===== config.mk =====
export PLATFORM = sky130hd
export DESIGN_NAME = printf_format_engine_unit_flat
export DESIGN_NICKNAME = d
export VERILOG_FILES = /design/src/rtl/pfe_pkg.sv /design/src/rtl/pfe_channels.sv /design/src/rtl/printf_format_engine_unit.sv /design/src/rtl/pfe_rsp_stage.sv /design/src/flat_wrapper.sv
export SDC_FILE = /design/constraint.sdc
export NUM_CORES = 1
export LEC_CHECK = 0
export BUFFER_PORTS_ARGS = -buffer_cell sky130_fd_sc_hd__buf_2
export CAP_MARGIN = 10
export CELL_PAD_IN_SITES_DETAIL_PLACEMENT = 2
export CELL_PAD_IN_SITES_GLOBAL_PLACEMENT = 2
export CORE_MARGIN = 2
export CORE_UTILIZATION = 41
export CTS_CLUSTER_DIAMETER = 60
export CTS_CLUSTER_SIZE = 12
export DETAILED_ROUTE_END_ITERATION = 7
export PLACE_DENSITY_LB_ADDON = 0.15
export SLEW_MARGIN = 15
export SYNTH_ARGS = -nofsm -noshare
export SYNTH_HDL_FRONTEND = slang
export SYNTH_SLANG_ARGS = --single-unit

===== constraint.sdc =====
create_clock -name clock -period 8.67 [get_ports clock]
set_clock_uncertainty 0.05 [all_clocks]
set_input_delay 1.734 -clock clock [delete_from_list [all_inputs] [get_ports clock]]
set_output_delay 1.734 -clock clock [all_outputs]
set_load 0.01 [all_outputs]

===== src/rtl/pfe_pkg.sv =====
// Package of the printf format engine: ASCII codes, microcode word types,
// the microcode program and small lookup functions.
// Depends on nothing; the top level and pfe_rsp_stage use it.
package pfe_pkg;

   localparam logic [7:0] CH_PCT      = 8'h25;
   localparam logic [7:0] CH_U        = 8'h75;
   localparam logic [7:0] CH_D        = 8'h64;
   localparam logic [7:0] CH_C        = 8'h63;
   localparam logic [7:0] CH_X        = 8'h78;
   localparam logic [7:0] CH_CR       = 8'h0D;
   localparam logic [7:0] CH_LF       = 8'h0A;
   localparam logic [7:0] CH_ZERO     = 8'h30;
   localparam logic [7:0] CH_MINUS    = 8'h2D;
   localparam logic [7:0] HEX_ALPHA   = 8'h37;

   typedef logic [4:0] pc_type;

   localparam pc_type PC_IDLE  = 5'd0;
   localparam pc_type PC_UNK   = 5'd1;
   localparam pc_type PC_PLAIN = 5'd2;
   localparam pc_type PC_PCT   = 5'd4;
   localparam pc_type PC_CHR   = 5'd5;
   localparam pc_type PC_HEX   = 5'd6;
   localparam pc_type PC_MINUS = 5'd12;
   localparam pc_type PC_DEC   = 5'd13;
   localparam pc_type PC_LEN   = 5'd23;

   typedef enum logic [1:0] {
      OP_IDLE,
      OP_EMIT,
      OP_SUB,
      OP_DIGIT
   } op_type;

   typedef enum logic [3:0] {
      SRC_CH,
      SRC_CR,
      SRC_PCT,
      SRC_ARG_LO,
      SRC_ZERO,
      SRC_LX,
      SRC_HEX,
      SRC_MINUS,
      SRC_DIGIT
   } src_type;

   typedef enum logic [1:0] {
      LAST_NO,
      LAST_YES,
      LAST_NOT_LF
   } last_type;

   typedef struct packed {
      op_type     op;
      src_type    src;
      last_type   last_sel;
      logic [2:0] idx;
   } ucode_type;

   typedef struct packed {
      logic       valid;
      logic [7:0] data;
      logic       last;
   } emit_type;

   function automatic ucode_type pfe_ucode(input pc_type pc);
      ucode_type w;
      w = '{op: OP_IDLE, src: SRC_CH, last_sel: LAST_NO, idx: 3'd0};
      unique case (pc)
         5'd1:  w = '{op: OP_EMIT,  src: SRC_PCT,    last_sel: LAST_NO,     idx: 3'd0};
         5'd2:  w = '{op: OP_EMIT,  src: SRC_CH,     last_sel: LAST_NOT_LF, idx: 3'd0};
         5'd3:  w = '{op: OP_EMIT,  src: SRC_CR,     last_sel: LAST_YES,    idx: 3'd0};
         5'd4:  w = '{op: OP_EMIT,  src: SRC_PCT,    last_sel: LAST_YES,    idx: 3'd0};
         5'd5:  w = '{op: OP_EMIT,  src: SRC_ARG_LO, last_sel: LAST_YES,    idx: 3'd0};
         5'd6:  w = '{op: OP_EMIT,  src: SRC_ZERO,   last_sel: LAST_NO,     idx: 3'd0};
         5'd7:  w = '{op: OP_EMIT,  src: SRC_LX,     last_sel: LAST_NO,     idx: 3'd0};
         5'd8:  w = '{op: OP_EMIT,  src: SRC_HEX,    last_sel: LAST_NO,     idx: 3'd3};
         5'd9:  w = '{op: OP_EMIT,  src: SRC_HEX,    last_sel: LAST_NO,     idx: 3'd2};
         5'd10: w = '{op: OP_EMIT,  src: SRC_HEX,    last_sel: LAST_NO,     idx: 3'd1};
         5'd11: w = '{op: OP_EMIT,  src: SRC_HEX,    last_sel: LAST_YES,    idx: 3'd0};
         5'd12: w = '{op: OP_EMIT,  src: SRC_MINUS,  last_sel: LAST_NO,     idx: 3'd0};
         5'd13: w = '{op: OP_SUB,   src: SRC_DIGIT,  last_sel: LAST_NO,     idx: 3'd4};
         5'd14: w = '{op: OP_DIGIT, src: SRC_DIGIT,  last_sel: LAST_NO,     idx: 3'd4};
         5'd15: w = '{op: OP_SUB,   src: SRC_DIGIT,  last_sel: LAST_NO,     idx: 3'd3};
         5'd16: w = '{op: OP_DIGIT, src: SRC_DIGIT,  last_sel: LAST_NO,     idx: 3'd3};
         5'd17: w = '{op: OP_SUB,   src: SRC_DIGIT,  last_sel: LAST_NO,     idx: 3'd2};
         5'd18: w = '{op: OP_DIGIT, src: SRC_DIGIT,  last_sel: LAST_NO,     idx: 3'd2};
         5'd19: w = '{op: OP_SUB,   src: SRC_DIGIT,  last_sel: LAST_NO,     idx: 3'd1};
         5'd20: w = '{op: OP_DIGIT, src: SRC_DIGIT,  last_sel: LAST_NO,     idx: 3'd1};
         5'd21: w = '{op: OP_SUB,   src: SRC_DIGIT,  last_sel: LAST_NO,     idx: 3'd0};
         5'd22: w = '{op: OP_DIGIT, src: SRC_DIGIT,  last_sel: LAST_YES,    idx: 3'd0};
         default: w = '{op: OP_IDLE, src: SRC_CH, last_sel: LAST_NO, idx: 3'd0};
      endcase
      return w;
   endfunction

   function automatic logic [15:0] pfe_pow10(input logic [2:0] idx);
      logic [15:0] p;
      unique case (idx)
         3'd1:    p = 16'd10;
         3'd2:    p = 16'd100;
         3'd3:    p = 16'd1000;
         3'd4:    p = 16'd10000;
         default: p = 16'd1;
      endcase
      return p;
   endfunction

   function automatic logic [7:0] pfe_hex_char(input logic [3:0] nib);
      logic [7:0] c;
      if (nib >= 4'd10) begin
         c = {4'd0, nib} + HEX_ALPHA;
      end else begin
         c = {4'd0, nib} + CH_ZERO;
      end
      return c;
   endfunction

endpackage


===== src/rtl/pfe_channels.sv =====
// Valid/ready channel interfaces of the printf format engine: the request
// channel with one format character and the result channel with one byte.
// Depends on nothing.
interface pfe_req_if;
   logic        valid;
   logic        ready;
   logic [7:0]  fmt_char;
   logic [15:0] arg_value;
   logic        string_start;

   modport source (output valid, output fmt_char, output arg_value,
                   output string_start, input ready);
   modport sink   (input valid, input fmt_char, input arg_value,
                   input string_start, output ready);
endinterface

interface pfe_rsp_if;
   logic       valid;
   logic       ready;
   logic [7:0] out_byte;
   logic       last_of_run;

   modport source (output valid, output out_byte, output last_of_run, input ready);
   modport sink   (input valid, input out_byte, input last_of_run, output ready);
endinterface


===== src/rtl/printf_format_engine_unit.sv =====
// Top level of the printf format engine: microcode sequencer and datapath.
// Depends on pfe_pkg, pfe_req_if, pfe_rsp_if and pfe_rsp_stage.
// An accepted request is first registered in the step counter and operand
// registers; its first byte is then registered in the output register, and a
// step that emits a byte stalls while the output register cannot take it. The
// decimal digits of %u and %d come from one compare-and-subtract step per
// cycle against the powers of ten. A request is taken only when idle.
// Reset is synchronous and clears the step counter, the pending-percent flag
// and the output register.
module printf_format_engine_unit (
   input  logic    clock,
   input  logic    reset,
   pfe_req_if.sink   req_ch,
   pfe_rsp_if.source rsp_ch
);

   pfe_pkg::pc_type    pc_ff, pc_in;
   logic               pend_ff, pend_in;
   logic [7:0]         ch_ff, ch_in;
   logic [15:0]        val_ff, val_in;
   logic [3:0]         digit_ff, digit_in;
   logic               started_ff, started_in;
   pfe_pkg::ucode_type uc;
   pfe_pkg::emit_type  emit;
   logic               emit_ready;
   logic               pend_eff;
   logic               do_emit;
   logic [15:0]        pow;
   logic [3:0]         nib;
   logic [7:0]         sel_byte;
   logic               sel_last;

   assign uc  = pfe_pkg::pfe_ucode(pc_ff);
   assign pow = pfe_pkg::pfe_pow10(uc.idx);

   assign req_ch.ready = (uc.op == pfe_pkg::OP_IDLE);
   assign pend_eff     = pend_ff && !req_ch.string_start;

   always_comb begin
      unique case (uc.idx[1:0])
         2'd3:    nib = val_ff[15:12];
         2'd2:    nib = val_ff[11:8];
         2'd1:    nib = val_ff[7:4];
         default: nib = val_ff[3:0];
      endcase
   end

   always_comb begin
      unique case (uc.src)
         pfe_pkg::SRC_CH:     sel_byte = ch_ff;
         pfe_pkg::SRC_CR:     sel_byte = pfe_pkg::CH_CR;
         pfe_pkg::SRC_PCT:    sel_byte = pfe_pkg::CH_PCT;
         pfe_pkg::SRC_ARG_LO: sel_byte = val_ff[7:0];
         pfe_pkg::SRC_ZERO:   sel_byte = pfe_pkg::CH_ZERO;
         pfe_pkg::SRC_LX:     sel_byte = pfe_pkg::CH_X;
         pfe_pkg::SRC_HEX:    sel_byte = pfe_pkg::pfe_hex_char(nib);
         pfe_pkg::SRC_MINUS:  sel_byte = pfe_pkg::CH_MINUS;
         pfe_pkg::SRC_DIGIT:  sel_byte = {4'd0, digit_ff} + pfe_pkg::CH_ZERO;
         default:             sel_byte = ch_ff;
      endcase
      unique case (uc.last_sel)
         pfe_pkg::LAST_NO:     sel_last = 1'b0;
         pfe_pkg::LAST_YES:    sel_last = 1'b1;
         pfe_pkg::LAST_NOT_LF: sel_last = (ch_ff != pfe_pkg::CH_LF);
         default:              sel_last = 1'b1;
      endcase
   end

   assign do_emit = (uc.op == pfe_pkg::OP_EMIT) ||
                    ((uc.op == pfe_pkg::OP_DIGIT) &&
                     ((digit_ff != 4'd0) || started_ff || sel_last));

   assign emit = '{valid: do_emit, data: sel_byte, last: sel_last};

   always_comb begin
      pc_in      = pc_ff;
      pend_in    = pend_ff;
      ch_in      = ch_ff;
      val_in     = val_ff;
      digit_in   = digit_ff;
      started_in = started_ff;
      unique case (uc.op)
         pfe_pkg::OP_IDLE: begin
            if (req_ch.valid) begin
               ch_in      = req_ch.fmt_char;
               val_in     = req_ch.arg_value;
               digit_in   = 4'd0;
               started_in = 1'b0;
               pend_in    = 1'b0;
               if (!pend_eff) begin
                  if (req_ch.fmt_char == pfe_pkg::CH_PCT) begin
                     pend_in = 1'b1;
                  end else begin
                     pc_in = pfe_pkg::PC_PLAIN;
                  end
               end else begin
                  priority if (req_ch.fmt_char == pfe_pkg::CH_U) begin
                     pc_in = pfe_pkg::PC_DEC;
                  end else if (req_ch.fmt_char == pfe_pkg::CH_D) begin
                     if (req_ch.arg_value[15]) begin
                        val_in = 16'(17'h10000 - {1'b0, req_ch.arg_value});
                        pc_in  = pfe_pkg::PC_MINUS;
                     end else begin
                        pc_in = pfe_pkg::PC_DEC;
                     end
                  end else if (req_ch.fmt_char == pfe_pkg::CH_C) begin
                     pc_in = pfe_pkg::PC_CHR;
                  end else if (req_ch.fmt_char == pfe_pkg::CH_X) begin
                     pc_in = pfe_pkg::PC_HEX;
                  end else if (req_ch.fmt_char == pfe_pkg::CH_PCT) begin
                     pc_in = pfe_pkg::PC_PCT;
                  end else begin
                     pc_in = pfe_pkg::PC_UNK;
                  end
               end
            end
         end
         pfe_pkg::OP_SUB: begin
            if (val_ff >= pow) begin
               val_in   = val_ff - pow;
               digit_in = digit_ff + 4'd1;
            end else begin
               pc_in = pfe_pkg::pc_type'(pc_ff + 5'd1);
            end
         end
         pfe_pkg::OP_EMIT, pfe_pkg::OP_DIGIT: begin
            if (!do_emit) begin
               pc_in = pfe_pkg::pc_type'(pc_ff + 5'd1);
            end else if (emit_ready) begin
               pc_in = sel_last ? pfe_pkg::PC_IDLE : pfe_pkg::pc_type'(pc_ff + 5'd1);
               if (uc.op == pfe_pkg::OP_DIGIT) begin
                  started_in = 1'b1;
                  digit_in   = 4'd0;
               end
            end
         end
         default: pc_in = pfe_pkg::PC_IDLE;
      endcase
   end

   always_ff @(posedge clock) begin
      if (reset) begin
         pc_ff   <= pfe_pkg::PC_IDLE;
         pend_ff <= 1'b0;
      end else begin
         pc_ff   <= pc_in;
         pend_ff <= pend_in;
      end
      ch_ff      <= ch_in;
      val_ff     <= val_in;
      digit_ff   <= digit_in;
      started_ff <= started_in;
   end

   pfe_rsp_stage u_rsp_stage (
      .clock      (clock),
      .reset      (reset),
      .emit       (emit),
      .emit_ready (emit_ready),
      .rsp_ch     (rsp_ch)
   );

   a_pc_in_range: assert property (@(posedge clock) disable iff (reset)
      pc_ff < pfe_pkg::PC_LEN)
      else $error("step counter left the program");

   a_last_to_idle: assert property (@(posedge clock) disable iff (reset)
      (emit.valid && emit_ready && emit.last) |=> (pc_ff == pfe_pkg::PC_IDLE))
      else $error("sequencer did not return to idle after the final byte");

   a_digit_range: assert property (@(posedge clock) disable iff (reset)
      (uc.op == pfe_pkg::OP_DIGIT) |-> (digit_ff <= 4'd9))
      else $error("decimal digit out of range");

   a_no_accept_while_emitting: assert property (@(posedge clock) disable iff (reset)
      !(req_ch.valid && req_ch.ready && emit.valid))
      else $error("request accepted while a byte is being emitted");

   a_sub_bound: assert property (@(posedge clock) disable iff (reset)
      ((uc.op == pfe_pkg::OP_SUB) && (uc.idx != 3'd4)) |-> (val_ff < 16'(pow * 16'd10)))
      else $error("remainder exceeds the current decimal position");

endmodule


===== src/rtl/pfe_rsp_stage.sv =====
// Output register of the printf format engine: holds one emitted byte until
// the result channel takes it. Depends on pfe_pkg and pfe_rsp_if.
module pfe_rsp_stage (
   input  logic              clock,
   input  logic              reset,
   input  pfe_pkg::emit_type emit,
   output logic              emit_ready,
   pfe_rsp_if.source         rsp_ch
);

   logic       valid_ff, valid_in;
   logic [7:0] data_ff, data_in;
   logic       last_ff, last_in;

   assign emit_ready = !valid_ff || rsp_ch.ready;

   always_comb begin
      valid_in = valid_ff;
      data_in  = data_ff;
      last_in  = last_ff;
      if (emit.valid && emit_ready) begin
         valid_in = 1'b1;
         data_in  = emit.data;
         last_in  = emit.last;
      end else if (rsp_ch.ready) begin
         valid_in = 1'b0;
      end
   end

   always_ff @(posedge clock) begin
      if (reset) begin
         valid_ff <= 1'b0;
      end else begin
         valid_ff <= valid_in;
      end
      data_ff <= data_in;
      last_ff <= last_in;
   end

   assign rsp_ch.valid       = valid_ff;
   assign rsp_ch.out_byte    = data_ff;
   assign rsp_ch.last_of_run = last_ff;

endmodule

===== src/flat_wrapper.sv =====
// flat-port wrapper written by rule: the top's interface ports become plain ports
module printf_format_engine_unit_flat 
  (clock, reset, req_ch_valid, req_ch_fmt_char, req_ch_arg_value, req_ch_string_start, req_ch_ready, rsp_ch_valid, rsp_ch_out_byte, rsp_ch_last_of_run, rsp_ch_ready);
  pfe_req_if req_ch_i ();
  pfe_rsp_if rsp_ch_i ();
  input  logic clock;
  input  logic reset;
  input wire logic [$bits(req_ch_i.valid)-1:0] req_ch_valid;
  input wire logic [$bits(req_ch_i.fmt_char)-1:0] req_ch_fmt_char;
  input wire logic [$bits(req_ch_i.arg_value)-1:0] req_ch_arg_value;
  input wire logic [$bits(req_ch_i.string_start)-1:0] req_ch_string_start;
  output wire logic [$bits(req_ch_i.ready)-1:0] req_ch_ready;
  output wire logic [$bits(rsp_ch_i.valid)-1:0] rsp_ch_valid;
  output wire logic [$bits(rsp_ch_i.out_byte)-1:0] rsp_ch_out_byte;
  output wire logic [$bits(rsp_ch_i.last_of_run)-1:0] rsp_ch_last_of_run;
  input wire logic [$bits(rsp_ch_i.ready)-1:0] rsp_ch_ready;
  assign req_ch_i.valid = req_ch_valid;
  assign req_ch_i.fmt_char = req_ch_fmt_char;
  assign req_ch_i.arg_value = req_ch_arg_value;
  assign req_ch_i.string_start = req_ch_string_start;
  assign req_ch_ready = req_ch_i.ready;
  assign rsp_ch_valid = rsp_ch_i.valid;
  assign rsp_ch_out_byte = rsp_ch_i.out_byte;
  assign rsp_ch_last_of_run = rsp_ch_i.last_of_run;
  assign rsp_ch_i.ready = rsp_ch_ready;
  printf_format_engine_unit u_core (.clock(clock), .reset(reset), .req_ch(req_ch_i), .rsp_ch(rsp_ch_i));
endmodule

# After elaboration in Yosys (flattened, before gate mapping)

Memories as Yosys holds them, arrays and structs flattened. A register that Yosys moved wholly into a read port is not among the register bits.
Cells that the tools add are included.

Output and inout bits: 11
Register bits: 45
Word-level logic and storage cells: 116
Bits in read-only memories: 352
Input bits: 29
Memories: 1

Reductions and logical operators: 21
Order comparisons: 2
$add $sub $neg: 7
Eq/ne operators: 33
Multiplexer cells: 43

Memories:

| memory           | words | bits a word | rd ports | clocked after memory_dff | write ports | RTL line      | text |
|---|---|---|---|---|---|---|---|
| (name not given) | 32    | 11          | 1        | 1                        | 0           | pfe_pkg.sv:70 | `unique case (pc)` |

Operator list:

| kind                  | count |
|---|---|
| $mux 16               | 6 |
| $mux 5                | 13 |
| $pmux 8 s8            | 1 |
| $pmux 14 s4           | 1 |
| $eq 8x7->1 const B    | 4 |
| $pmux 16 s2           | 1 |
| $pmux 4 s3            | 2 |
| $add 4x6->7 const B   | 3 |
| $mux 4                | 5 |
| $eq 4x3->1 const B    | 4 |
| $ge 16x14->1          | 1 |
| $sub 1x16->16 const A | 1 |
| $sub 16x14->16        | 1 |
| $pmux 5 s3            | 1 |
| $eq 2x2->1 const B    | 5 |
| $reduce_and 5->1      | 2 |
| $mux 1                | 9 |
| $eq 4x2->1 const B    | 2 |
| $eq 8x6->1 const B    | 1 |
| $mux 8                | 1 |
| $ne 8x4->1 const B    | 1 |
| $eq 3x2->1 const B    | 2 |
| $ne 2x1->1 const B    | 3 |
| $ne 2x2->1 const B    | 3 |
| other kinds (22)      | 33 |

# Longest topological paths before layout

Gate-level depths: netlist (run 1).

Depth after elaboration: 11
Depth in mapped cells: 16

# Hierarchy

A second synthesis (run 1) with hierarchy kept.

Cells, all modules: 457
Area total of the unflattened synthesis: 4162.7 sq um

By module, submodules not included:

| module                    | instances | area each (sq um) | sequential area each (sq um) | cells each |
|---|---|---|---|---|
| printf_format_engine_unit | 1         | 3837.4            | 1191.1                       | 443 |
| pfe_rsp_stage             | 1         | 325.3             | 290.3                        | 14 |

# Worst setup path after synthesis (run 1)

OpenSTA, ideal clock, no wires.

Kind: input-to-reg
From: in req_ch_fmt_char[7]
To: reg u_core.uc[1] (netlist name)
Arrival time: 4106 ps
Required time: 8549 ps
Setup time: 71 ps
Cell stages on the path: 10
Path slack: 4443 ps
Path buffers: 0
Path through: or3b_1 > or3_4 > o21ai_2 > a32oi_2 > o21ai_2 > mux2i_1 > inv_1 > ha_1 > nor4b_1 > o21bai_1

Word-level cells in the longest chain between the ends: 11
Elaborated cells on any way between the ends: 17
Those cells by class: eq/ne: 6; mux: 10; reduce/logical: 1

Ends and longest elaborated chain:

| what                                      | RTL line                                                          | text |
|---|---|---|
| start, declared                           | flat_wrapper.sv:9                                                 | `input wire logic [$bits(req_ch_i.fmt_char)-1:0] req_ch_fmt_char;` |
| $eq 8x6->1                                | printf_format_engine_unit.sv:91, printf_format_engine_unit.sv:110 |  |
| $mux 3                                    | printf_format_engine_unit.sv:110                                  | `end else if (req_ch.fmt_char == pfe_pkg::CH_PCT) begin` |
| $mux 5                                    | printf_format_engine_unit.sv:108                                  | `end else if (req_ch.fmt_char == pfe_pkg::CH_X) begin` |
| $mux 5                                    | printf_format_engine_unit.sv:106                                  | `end else if (req_ch.fmt_char == pfe_pkg::CH_C) begin` |
| $mux 5                                    | printf_format_engine_unit.sv:99                                   | `end else if (req_ch.fmt_char == pfe_pkg::CH_D) begin` |
| $mux 5                                    | printf_format_engine_unit.sv:97                                   | `priority if (req_ch.fmt_char == pfe_pkg::CH_U) begin` |
| $mux 5                                    | printf_format_engine_unit.sv:90                                   | `if (!pend_eff) begin` |
| $mux 5                                    | printf_format_engine_unit.sv:84                                   | `if (req_ch.valid) begin` |
| $pmux 5 s3                                | printf_format_engine_unit.sv:82                                   | `unique case (uc.op)` |
| $mux 5 (no source line) (*) (2 in series) | --                                                                |  |

Every way passes the cells marked *; elsewhere a longest branch is shown, timed or not. The select of a mux whose other input is x is not followed.
A chain may end at the register's enable or synchronous reset.

# Final worst setup path (run 1)

From: in req_ch_fmt_char[3]
To: reg u_core.uc[1] (netlist name)

Word-level cells in the longest chain between the ends: 11
Elaborated cells on any way between the ends: 17
Those cells by class: eq/ne: 6; mux: 10; reduce/logical: 1

Ends and longest elaborated chain:

| what                                      | RTL line |
|---|---|
| $eq 8x6->1                                | printf_format_engine_unit.sv:91, printf_format_engine_unit.sv:110 |
| $mux 3                                    | printf_format_engine_unit.sv:110 |
| $mux 5                                    | printf_format_engine_unit.sv:108 |
| $mux 5                                    | printf_format_engine_unit.sv:106 |
| $mux 5                                    | printf_format_engine_unit.sv:99 |
| $mux 5                                    | printf_format_engine_unit.sv:97 |
| $mux 5                                    | printf_format_engine_unit.sv:90 |
| $mux 5                                    | printf_format_engine_unit.sv:84 |
| $pmux 5 s3                                | printf_format_engine_unit.sv:82 |
| $mux 5 (no source line) (*) (2 in series) | -- |

Marks and branches as above.

==> results.py, run 1 <==
metrics = {
    "setup_path": {
        "crit_arrival_ns": 4.67,
        "path_max_fanout": 8,
        "cp.required_ns": 8.87,
        "crit_type": "in2reg",
        "start_kind": "primary input",
        "r2r_slack_ns": 4.32,
        "reg2reg_depth": 13,
        "rr_endpoint": "u_core.uc[1]$_DFF_P_",
        "cp-end-kind": "flop",
        "r2r_start": "u_core.uc[0]$_DFF_P_",
    },
    "route": {
        "vias": 3857,
        "ant_nets": 0,
        "finalWirelength_um": 13720,
        "dr.pass1.iters": 4,
        "top_layer_used": "met4",
        "wl_met1_um": 6678,
        "drtIter0Drc": 178,
        "drc": 0,
        "wl_met3_um": 273,
        "routed_via_density": 5.844,
        "post_drt_wl_per_cell_um": 20.78,
        "wl_met2_um": 6620,
    },
    "timing": {
        "fin_crit_sh": 0.5151,
        "slew-limit-headroom": 0.3958,
        "rsz0062_at_grt": "false",
        "finalCriticalPeriod_ns": 4.466,
        "finalSetupTns_ns": 0,
        "tightest_slew_ns": 0.9030,
        "finalMaxSlewViolations": 0,
        "max_freq_mhz": 223.9,
        "hold_viol": 0,
        "setup_viol": 0,
    },
    "floorplanning": {
        "dieArea_um2": 11620,
        "placementRows": 37,
        "die_w_um": 107.8,
        "fp.dieH_um": 107.8,
        "start_util": 0.4241,
        "io_pins": 40,
        "core_area_um2": 10420,
    },
    "layout": {
        "multi_input_area_um2": 2731,
        "nets": 579,
        "post-route-util": 0.4615,
        "antenna_cells": 0,
        "drive_above_1_share": 0.1431,
        "area_growth_pct": 8.808,
        "register_area_um2": 1481,
        "num-fill-cells": 1167,
    },
    "clock_tree": {
        "clk_path_buf_depth": 2,
        "post_cts.resized_instances": 0,
        "cts_tree": "done",
        "cts_made_buffers": 5,
        "clk_pin_slew_ns": 0.11,
        "cts.sinks": 55,
        "cts_setup_buffers": 0,
        "clock_latency_ns": 0.32,
        "root_buffer": "clkbuf_8",
        "htreeDepth": 2,
        "hold_buffers": 0,
    },
    "outcome": {
        "outcome": "finished, final reports clean",
    },
    "synth": {
        "yosysMostFrequentCell": "nor2_1",
        "synth_area_um2": 4418,
        "ys_seq_elements": 55,
        "yosys_warnings": 0,
        "ys.flop_type": "edfxtp_1",
        "syn_avg_cell_area_um2": 8.961,
        "synth_cells": 493,
        "synth_top_area_frac": 0.2583,
        "synth.distinct_cells": 77,
        "synth_edf_count": 38,
        "netlist_top_cells_count": "45 x nor2_1, 41 x nand2_1, 38 x edfxtp_1",
        "synthTopCellsByArea": "edfxtp_1 26%, dfxtp_1 7.7%, ha_1 7.4%",
        "ys_async_sr_fraction": 0,
        "synth_nets": 549,
        "yosysSeqAreaShare": 0.3353,
        "synth_largest_area_cell": "edfxtp_1",
    },
    "power": {
        "power_per_cell_area_nw_per_um2": 182.9,
        "power_uw": 879.1,
        "p_leak_nw": 1.809,
        "irDropWorstVdd_mv": 0.1017,
    },
    "global_routing": {
        "antenna_found_initial": 0,
        "grt.total_usage": 0.2406,
        "overflow": 0,
        "grt_max_degree": 34,
        "grt_pass1_wl_um": 21850,
        "grt_pass1_vias": 4065,
    },
    "run": {
        "cap_violations": 0,
    },
    "min_path": {
        "hold_end": "u_core.pend_ff$_SDFFE_PP0P_",
        "holdPathStages": 2,
        "hp-start": "u_core.pend_ff$_SDFFE_PP0P_",
        "min_path_type": "reg2reg",
    },
    "placed_design": {
        "port_buffers": 39,
        "detailed_place_hpwl_um": 10990,
        "gp_congestion": 0.8703,
    },
}
==> flip-flops by register name (all words and copies together) (netlist names) <==
| register | count |
|---|---|
| u_core.ch_ff | 8 |
| u_core.u_rsp_stage.rsp_ch.valid | 1 |
| u_core.pc_ff | 5 |
| u_core.pend_ff | 1 |
| u_core.uc | 10 |
| u_core.u_rsp_stage.rsp_ch.last_of_run | 1 |
| u_core.digit_ff | 4 |
| u_core.u_rsp_stage.rsp_ch.out_byte | 8 |
| u_core.started_ff | 1 |
| u_core.val_ff | 16 |
==> cells by family after synthesis <==
group / after synthesis / share of synthesized area
and+or+nand+nor: 184 / 0.2206
AOI/OAI and AO/OA: 135 / 0.2175
DFF: 55 / 0.3353
buffers and inverters: 50 / 0.04644
xor gates and xnor gates: 27 / 0.05664
adders and majority gates: 27 / 0.07816
muxes: 15 / 0.04531
==> worst max-delay path: stages <==
cell and delay, ns:
buf_2 0.12, or3b_1 0.43, or3_4 0.38, o21ai_2 0.16, a32oi_2 0.14, o21ai_2 0.19, mux2i_1 0.62, inv_1 0.20
ha_1 0.27, nor4b_1 0.27, o21bai_1 0.14
==> cells in the final DEF, fill, tap and decap left out, types with 7 or more instances in the layout <==
cell type	instances
nor2_1	45
nand2_1	41
buf_2	39
edfxtp_1	38
a21oi_1	32
o21ai_0	31
inv_1	31
ha_1	26
dfxtp_1	17
xor2_1	14
nand2b_1	14
xnor2_1	12
nand3_1	12
mux2i_1	11
nor3_1	11
nor2b_1	11
o21a_1	8
a211oi_1	7
and2_1	7
==> through the flow <==
stage | instances | instance area [µm²] | hold WS (ns) | setup WS, ns
CTS | 660 | 4807 | 0.4377 | 4.189
finish | 660 | 4807 | 0.4296 | 4.205
detailed placement | 652 | 4713 | 0.4206 | 3.845
global placement | 652 | 4713 | 0.4085 | 4.068
global route | 660 | 4807 | 0.4643 | 3.894
floorplan | 493 | 4418 | 0.3959 | 4.443
==> area by class of cell <==
class                   count  share of cell area
multi-input cells         388              0.5682
flip-flops and latches     55              0.3082
repair buffers             41             0.04373
well taps                 136             0.03540
inverters                  32             0.02499
clock buffers               5             0.01432
clock inverters             3            0.005206
==> how the worst max path moves through the flow <==
stage | start | end | slack, ns | cells after the start
final | req_ch_fmt_char[3] | u_core.uc[1]$_DFF_P_ | 4.20 | 11
after global routing | u_core.uc[0]$_DFF_P_ | u_core.uc[1]$_DFF_P_ | 3.89 | 14
after CTS | req_ch_fmt_char[3] | u_core.uc[1]$_DFF_P_ | 4.19 | 11
after detailed placement | req_ch_fmt_char[3] | u_core.uc[1]$_DFF_P_ | 3.84 | 11
after global placement | req_ch_fmt_char[3] | u_core.uc[1]$_DFF_P_ | 4.07 | 11
after floorplan | req_ch_fmt_char[7] | u_core.uc[1]$_DFF_P_ | 4.44 | 10
==> report_power, final <==
| part | internal [mW] | switching [mW] |
|---|---|---|
| Combinational | 0.126 | 0.209 |
| Clock | 0.0593 | 0.0976 |
| Sequential | 0.347 | 0.0406 |
==> layer usage <==
layer  up-vias  track usage
met5         -            0
met4         0      0.04579
met3        10      0.02240
met2        41       0.4102
met1      1942       0.3336
li1       1864            -
Power figures use the tool's default switching activity.
==> run 2, diff against run 1 <==
CORE_UTILIZATION = 34   (was 41)
clock period = 3.62 ns   (was 8.67 ns; I/O delays follow)
==> results.py, run 2 (synthesized netlist as in run 1, its figures left out) <==
metrics = {
    "setup_path": {
        "start_kind": "flop",
        "crit_type": "reg2reg",
        "path_max_fanout": 6,
        "cp-end-kind": "flop",
        "crit_arrival_ns": 3.70,
        "cp.required_ns": 3.77,
    },
    "placed_design": {
        "detailed_place_hpwl_um": 11760,
        "gp_congestion": 0.8580,
        "place_ws_ns": -0.2299,
        "port_buffers": 39,
    },
    "timing": {
        "finalMaxSlewViolations": 0,
        "hold_viol": 0,
        "slew-limit-headroom": 0.4443,
        "fin_crit_sh": 0.9805,
        "max_freq_mhz": 281.7,
        "tightest_slew_ns": 0.8304,
        "worst_slack_ns": 0.07074,
        "setup_viol": 0,
        "finalCriticalPeriod_ns": 3.549,
        "finalSetupTns_ns": 0,
        "fin_worst_hold_slack_ns": 0.4489,
    },
    "layout": {
        "area_growth_pct": 19.99,
        "layout_common_cells": "44 x nor2_1, 40 x nand2_1, 39 x buf_2, 38 x edfxtp_1, 37 x buf_4",
        "post-route-util": 0.4184,
        "antenna_cells": 0,
        "regMostFlops": "u_core.val_ff",
        "layout_commonest_cell": "nor2_1",
        "nets": 614,
        "drive_above_1_share": 0.2361,
        "largest_reg_flops": 16,
    },
    "route": {
        "vias": 3985,
        "post_drt_wl_per_cell_um": 20.45,
        "dr.pass1.iters": 4,
        "routed_via_density": 5.451,
        "drc": 0,
        "ant_nets": 0,
        "drtIter0Drc": 168,
        "finalWirelength_um": 14950,
    },
    "global_routing": {
        "grt_pass1_wl_um": 23820,
        "antenna_found_initial": 0,
        "grt.total_usage": 0.2176,
        "overflow": 0,
        "grt_pass1_vias": 4343,
        "grt_max_degree": 31,
    },
    "outcome": {
        "outcome": "finished, final reports clean",
    },
    "clock_tree": {
        "htreeDepth": 2,
        "cts.sinks": 55,
        "clock_latency_ns": 0.31,
        "clk_path_buf_depth": 2,
        "cts_made_buffers": 5,
        "hold_buffers": 0,
        "cts_tree": "done",
        "clk_pin_slew_ns": 0.08,
        "root_buffer": "clkbuf_16",
    },
    "power": {
        "power_mw": 2.363,
        "irDropWorstVdd_mv": 0.2524,
        "p_leak_nw": 2.020,
        "power_per_cell_area_nw_per_um2": 445.8,
    },
    "floorplanning": {
        "placementRows": 41,
        "fp.dieH_um": 118.0,
        "core_area_um2": 12670,
        "start_util": 0.3487,
        "die_w_um": 118.0,
        "dieArea_um2": 13920,
        "io_pins": 40,
    },
    "min_path": {
        "min_path_type": "reg2reg",
    },
    "run": {
        "cap_violations": 0,
    },
}
[run 2: changes by cell type in the layout (fill, tap and decap cells not counted), moves of 2 or more]
cell	previous run	this run
buf_4	2	37
clkbuf_16	0	5
clkbuf_8	5	0
ha_1	26	21
dfxtp_1	17	14
ha_2	0	3
a211oi_1	7	5
a211oi_2	0	2
dfxtp_4	0	2
ha_4	0	2
mux2i_1	11	9
[run 2: final cells by class]
cell class                 count  area (µm²)
clock inverter                 3       25.02
clock buffer                   5       125.1
inverter                      32       120.1
multi-input combinational    388        2853
fill                        1466        7370
timing repair buffer          76       473.0
sequential                    55        1490
tap                          172       215.2
[run 2: power by group]
| part | switching [mW] | internal [mW] | total (mW) |
|---|---|---|---|
| Sequential | 0.101 | 0.830 | 0.931 |
| Clock | 0.271 | 0.263 | 0.534 |
| Combinational | 0.530 | 0.368 | 0.898 |
| Total | 0.902 | 1.46 | 2.36 |
[run 2: through the flow]
| step | area, µm² | std cells |
|---|---|---|
| 2_1_floorplan | 4423 | 493 |
| 3_3_place_gp | 4972 | 716 |
| 3_5_place_dp | 4972 | 716 |
| 4_1_cts | 5167 | 725 |
| 5_1_grt | 5301 | 731 |
| 6_report | 5301 | 731 |
[run 2: worst max-delay path, cell delays in order (launching register included)]
cell and delay, ns:
dfxtp_4 0.39, nor2b_4 0.18, inv_1 0.13, ha_4 0.24
a21o_1 0.19, or3_4 0.34, o21a_4 0.25, a211o_4 0.35
a21boi_4 0.16, mux2i_2 0.27, buf_4 0.16, ha_2 0.27
and2_1 0.15, o32ai_2 0.30
[run 2: routing by layer]
layer / vias to the layer above / share of wire / global-route usage
met5: - / 0 / 0
li1: 1928 / - / -
met1: 2010 / 0.47 / 0.2901
met3: 8 / 0.019 / 0.02859
met2: 39 / 0.50 / 0.3808
met4: 0 / 0.0078 / 0.03614
[run 2: worst paths after layout]
path / depth (start not counted) / endpoint / slack (ns) / startpoint
worst max-delay path: 13 / u_core.uc[0]$_DFF_P_ / 0.07 / u_core.uc[1]$_DFF_P_
worst min-delay path: 2 / u_core.pend_ff$_SDFFE_PP0P_ / 0.45 / u_core.pend_ff$_SDFFE_PP0P_
worst max register to register: 13 / u_core.uc[0]$_DFF_P_ / 0.07 / u_core.uc[1]$_DFF_P_
worst min register to register: 2 / u_core.pend_ff$_SDFFE_PP0P_ / 0.45 / u_core.pend_ff$_SDFFE_PP0P_
[run 2: repair_timing]
action	4_1_cts	5_1_grt
pin swaps	1	9
resized for setup	11	17
endpoints found under the setup margin	7	9
setup buffers	1	6
